[config.mk]
export PLATFORM = sky130hd
export DESIGN_NAME = osse_cell
export DESIGN_NICKNAME = d
export VERILOG_FILES = /design/src/hdl/osse_pkg.sv /design/src/hdl/osse_cell.sv
export SDC_FILE = /design/constraint.sdc
export NUM_CORES = 1
export LEC_CHECK = 0
export BUFFER_PORTS_ARGS = -buffer_cell sky130_fd_sc_hd__buf_2
export CAP_MARGIN = 25
export CORE_AREA = 5 5 95 70
export DETAILED_ROUTE_END_ITERATION = 7
export DIE_AREA = 0 0 100 75
export PLACE_DENSITY = 0.84
export SLEW_MARGIN = 20
export SYNTH_ARGS = -nofsm -noshare
export SYNTH_HDL_FRONTEND = slang
export SYNTH_SLANG_ARGS = --single-unit
[constraint.sdc]
create_clock -name clk -period 9.77 [get_ports clk]
set_input_delay 2.931 -clock clk [delete_from_list [all_inputs] [get_ports clk]]
set_output_delay 2.931 -clock clk [all_outputs]
set_load 0.1 [all_outputs]
[src/hdl/osse_pkg.sv]
// ---------------------------------------------------------------------------
// osse_pkg
// Types and constants shared by the ordered set engine and its cells.
// ---------------------------------------------------------------------------
package osse_pkg;

	localparam int KEY_W         = 31;
	localparam int OP_W          = 3;
	localparam int OSSE_CAPACITY = 64;

	typedef enum logic [OP_W-1:0] {
		OP_INSERT = 3'd0,
		OP_DELETE = 3'd1,
		OP_EXISTS = 3'd2,
		OP_NEXT   = 3'd3,
		OP_PREV   = 3'd4
	} osse_op_t;

	typedef struct packed {
		logic ins;
		logic del;
	} osse_cmd_t;

	typedef struct packed {
		logic occ;
		logic lt;
		logic eq;
	} osse_cell_st_t;

endpackage

[src/hdl/osse_cell.sv]
// ---------------------------------------------------------------------------
// osse_cell
// One slot of the sorted key row: compares its key with the query and
// shifts towards or away from its neighbours on insert and delete.
// ---------------------------------------------------------------------------
module osse_cell import osse_pkg::*; (
	input  logic                    clk,
	input  logic                    arst_n,
	input  osse_cmd_t               cmd,
	input  logic signed [KEY_W-1:0] query,
	input  logic                    left_occ,
	input  logic                    left_lt,
	input  logic signed [KEY_W-1:0] left_key,
	input  logic                    right_occ,
	input  logic signed [KEY_W-1:0] right_key,
	output logic signed [KEY_W-1:0] key_q,
	output osse_cell_st_t           st
);

	logic occ_q;

	assign st.occ = occ_q;
	assign st.lt  = occ_q && (key_q < query);
	assign st.eq  = occ_q && (key_q == query);

	always_ff @(posedge clk or negedge arst_n) begin
		if (!arst_n) begin
			occ_q <= 1'b0;
		end else if (cmd.ins && !st.lt) begin
			occ_q <= left_occ;
		end else if (cmd.del && !st.lt) begin
			occ_q <= right_occ;
		end
	end

	always_ff @(posedge clk) begin
		if (cmd.ins && !st.lt) begin
			key_q <= left_lt ? query : left_key;
		end else if (cmd.del && !st.lt) begin
			key_q <= right_key;
		end
	end

endmodule

### Yosys cells after proc, flatten, opt, wreduce, memory -nomap -nowiden

Cells that the tools add are included.

* reductions and logical operators: 6
* muxes and demuxes: 5
* equal/unequal tests: 1
* $lt $le $gt $ge: 1

Operators with widths (count)
* 31-bit 2-to-1 mux: 3
* 31-bit equality test: 1
* 31-bit < comparator: 1
* 1-bit logical AND: 4
* 1-bit 2-to-1 mux: 2
* 2-bit nonzero test: 1
* 1-bit logical NOT: 1

* word-level logic and storage cells: 15
* bits in registers: 32
* input port bits: 100
* output and inout bits: 34

### Longest topological paths before layout

* depth after elaboration: 6
* depth in mapped cells: 9
* depth with buffers taken out: 9

### Worst setup path after synthesis

No wires, ideal clock.

* path kind: input to output
* from: in query[4]
* to: out st[1] (netlist bit)
* stages: 8
* path slack: 1.918 ns
* buffers on the path: 0
* data required time: 6.839 ns
* arrival: 4.921 ns
* path through: inv_1 > ha_1 > a211oi_2 > nor2_1 > o31a_1 > o41ai_4 > a21oi_1 > inv_1

RTL lines
* start: declaration: RTL line osse_cell.sv:10 `input logic signed [KEY_W-1:0] query,`
* end: declaration: RTL line osse_cell.sv:17 `output osse_cell_st_t st`

==> summary.txt <==
Clock tree
  • Max clock buf depth: 2
  • Total setup buffers inserted after CTS: 0
  • Post-CTS resize count: 0
  • CTS clk-pin slew, worst paths: approximately 0.070 ns
  • Htree depth: 2
  • Clock tree from TritonCTS: done
  • Clock root buffer: clkbuf_8
  • Clock sinks: 32
  • Post-CTS Hold Fix Bufs: 0
  • Worst-Skew Late Latency: 0.27 ns
  • Cts bufs inserted: 5

Floorplan
  • Starting density of the core: 48.5%
  • Die X: 100 µm
  • I/O pins: 134
  • Die height: 75 µm
  • Rows: 23
  • Die area: roughly 0.0075 mm²
  • Core footprint: 0.00561 mm²

Job
  • Max-Cap Viols: 0

Global route
  • Initial antenna violation count: 0
  • Vias in the first global route: 2260
  • Total Routing Usage GR: about 18%
  • Grt ovf: 0
  • First-pass GRT wire length: 10.5 mm
  • Pin count of the biggest net entering global routing: 32

STA
  • Clock skew after layout: between 0.008 and 0.009 ns
  • Minimum hold slack: roughly 0.73 ns
  • Slew headroom: 37.0%
  • # setup viols final: 0
  • Final min period: between 8 and 9 ns
  • Worst Tran Pin Value: 0.941 ns
  • Worst Setup Slack, final: 1.74 ns
  • Slew Limit Fails: 0
  • Max Fclk: 0.125 GHz
  • Hold Vio Cnt, Final: 0
  • TNS Setup: 0 ns
  • Final Cycle Share: between 80% and 90%
  • Unrepaired setup endpoints after global routing: no

Hold path
  • HP Start: occ_q
  • Hold Crit Depth: 4
  • Hold crit path type: flop to flop
  • Hold EP: occ_q

Synth
  • Synthesized cell area: 0.00272 mm²
  • Mux cell area share after synthesis: 30.2%
  • Syn Area/Cell: 12.3 µm²
  • Synth Area in Simple Gates: 5.93%
  • Synth Area in Compound Gates: around 7.6%
  • YS warnings: 0
  • EDFF count, synth: 31
  • Sequential share of the synthesized area: 35.1%
  • Post-synth ARST share: 3.13%
  • Adder-Cell Fraction of Synth Area: 14.3%
  • Post-synthesis instance total: 222
  • Unique cell type count in the Yosys netlist: 33
  • Most used DFF post-synth: edfxtp_1
  • XOR/XNOR Fraction of Synth Area: 0%
  • Main combinational cell family by area after synthesis: multiplexers
  • Syn Nets: 353
  • Register bit total from synthesis: 32

Status
  • Outcome: complete, no violations

Worst setup path
  • FF-to-FF End: key_q[8]
  • R2R depth: 7
  • Crit end category: output pin
  • CP arrival: slightly above 5 ns
  • Worst endpoint required time: 6.84 ns
  • CP Class: input port to output pin
  • CP startpoint kind: input port
  • CP Max Fanout: 2
  • R2R Setup Slk: 6.30 ns
  • Reg2reg start: key_q[30]

Power and ir drop
  • Leakage Power: about 1.8 nW
  • Power share of the clock group: 11.8%
  • Comb pwr share: between 60 and 70%
  • PwrDens: 252 mW/mm²
  • Worst vdd ir: 0.139 mV
  • Power Internal: 0.000402 W
  • Reg power frac: 26.0%
  • Sw Share: 54.7%
  • Reported net switching power: 0.000485 W

Drt
  • Detailed Route Iter0 Violations: 49
  • DRC Markers: 0
  • Total Wirelength: between 6 and 7 mm
  • DR WL/cell: 15.5 µm
  • Final ANT Viol Nets: 0
  • Vias after detailed routing: 2175
  • Routed vias/inst: 5.03
  • DRT Pass-1 Iters: 4

Finish
  • Commonest non-fill, non-tap cell in the layout: buf_2
  • FILL cells: roughly 480
  • Share of cells above drive strength 1: 58.3%
  • Diodes inserted: 0
  • Most frequent cells in the layout: buf_2, inv_1, mux2_2, ha_1, edfxtp_1
  • P&R area growth vs syn: 29.4%
  • Nets: 487

Place
  • DP Worst Slack: between 1.5 and 2 ns
  • GPL Wtd Cong: about 0.79
  • Post-DP HPWL: 5.59 mm
  • PortBufs: roughly 130
## layout make-up
type                            instances  area [µm²]  area share [%]
Multi-Input combinational cell        150        1580            45.0
Sequential cell                        32         956            27.1
Timing Repair Buffer                  134         673            19.1
Inverter                               33         124            3.52
Tap cell                               75        93.8            2.67
Clock buffer                            8        90.1            2.56
## state kept, by name, indices dropped and copies added (netlist names)
signal  count
occ_q       1
key_q      31
## Yosys cell counts (2+ instances only)
cell type   n  area, µm²
a21o_1      2       15.0
a21oi_1    14       70.1
buf_8       3       45.0
clkbuf_1    3       11.3
edfxtp_1   31        931
ha_1       31        388
inv_1      33        124
mux2_2     32        360
mux2_4     30        450
nand2_1     5       18.8
nand3_1     2       10.0
nand4_1     7       43.8
nor2_1      6       22.5
o21ai_0     4       20.0
## through the flow
stage                     area (µm²)  cells  utilization, %  total power (W)
after floorplan                 2720    222               -         0.000695
after global placement          3430    424            61.1         0.000777
after detailed placement        3430    424            61.1         0.000787
after CTS                       3520    432            62.7         0.000896
after global routing            3520    432            62.7         0.000933
final                           3520    432            62.7         0.000887
## cells by family after synthesis
kind of cell,Yosys count
AO/OA/AOI/OAI,28
adder cells (fa/ha/maj),31
buffers and inverters,40
flip-flops,32
multiplexers,63
AND/OR/NAND/NOR,28
## worst max-delay path, stage by stage
cell,delay [ns]
buf_2,0.08
inv_1,0.03
ha_1,0.32
a211oi_2,0.23
nor2_1,0.07
o31a_1,0.28
o41ai_4,0.42
a21oi_1,0.14
inv_1,0.14
buf_2,0.45
## per-layer routing
metal / track usage, % / vias to the layer above / share of wire (%)
li1: - / 1088 / -
met1: 21.2 / 1002 / 42
met2: 31.7 / 81 / 48
met3: 6.48 / 4 / 9.3
met4: 3.74 / 0 / 0.54
met5: 0 / - / 0
## how the worst max path moves through the flow
stage                     cells after the start  startpoint  endpoint  slack (ns)
after floorplan                               8    query[4]     st[1]        1.92
after global placement                       10    query[4]     st[1]        1.83
after detailed placement                     10    query[4]     st[1]        1.76
after CTS                                    10    query[4]     st[1]        1.74
after global routing                         10    query[4]     st[1]        1.59
final                                        10    query[4]     st[1]        1.74
## power groups by stage
stage                     clock [W]  sequential [W]  combinational, W
final                      0.000105        0.000230          0.000551
after global routing       0.000115        0.000235          0.000583
after CTS                  0.000108        0.000231          0.000557
after detailed placement          0        0.000233          0.000554
after global placement            0        0.000231          0.000545
after floorplan                   0        0.000505          0.000191
No activity file was read; power rests on OpenSTA's default activity.
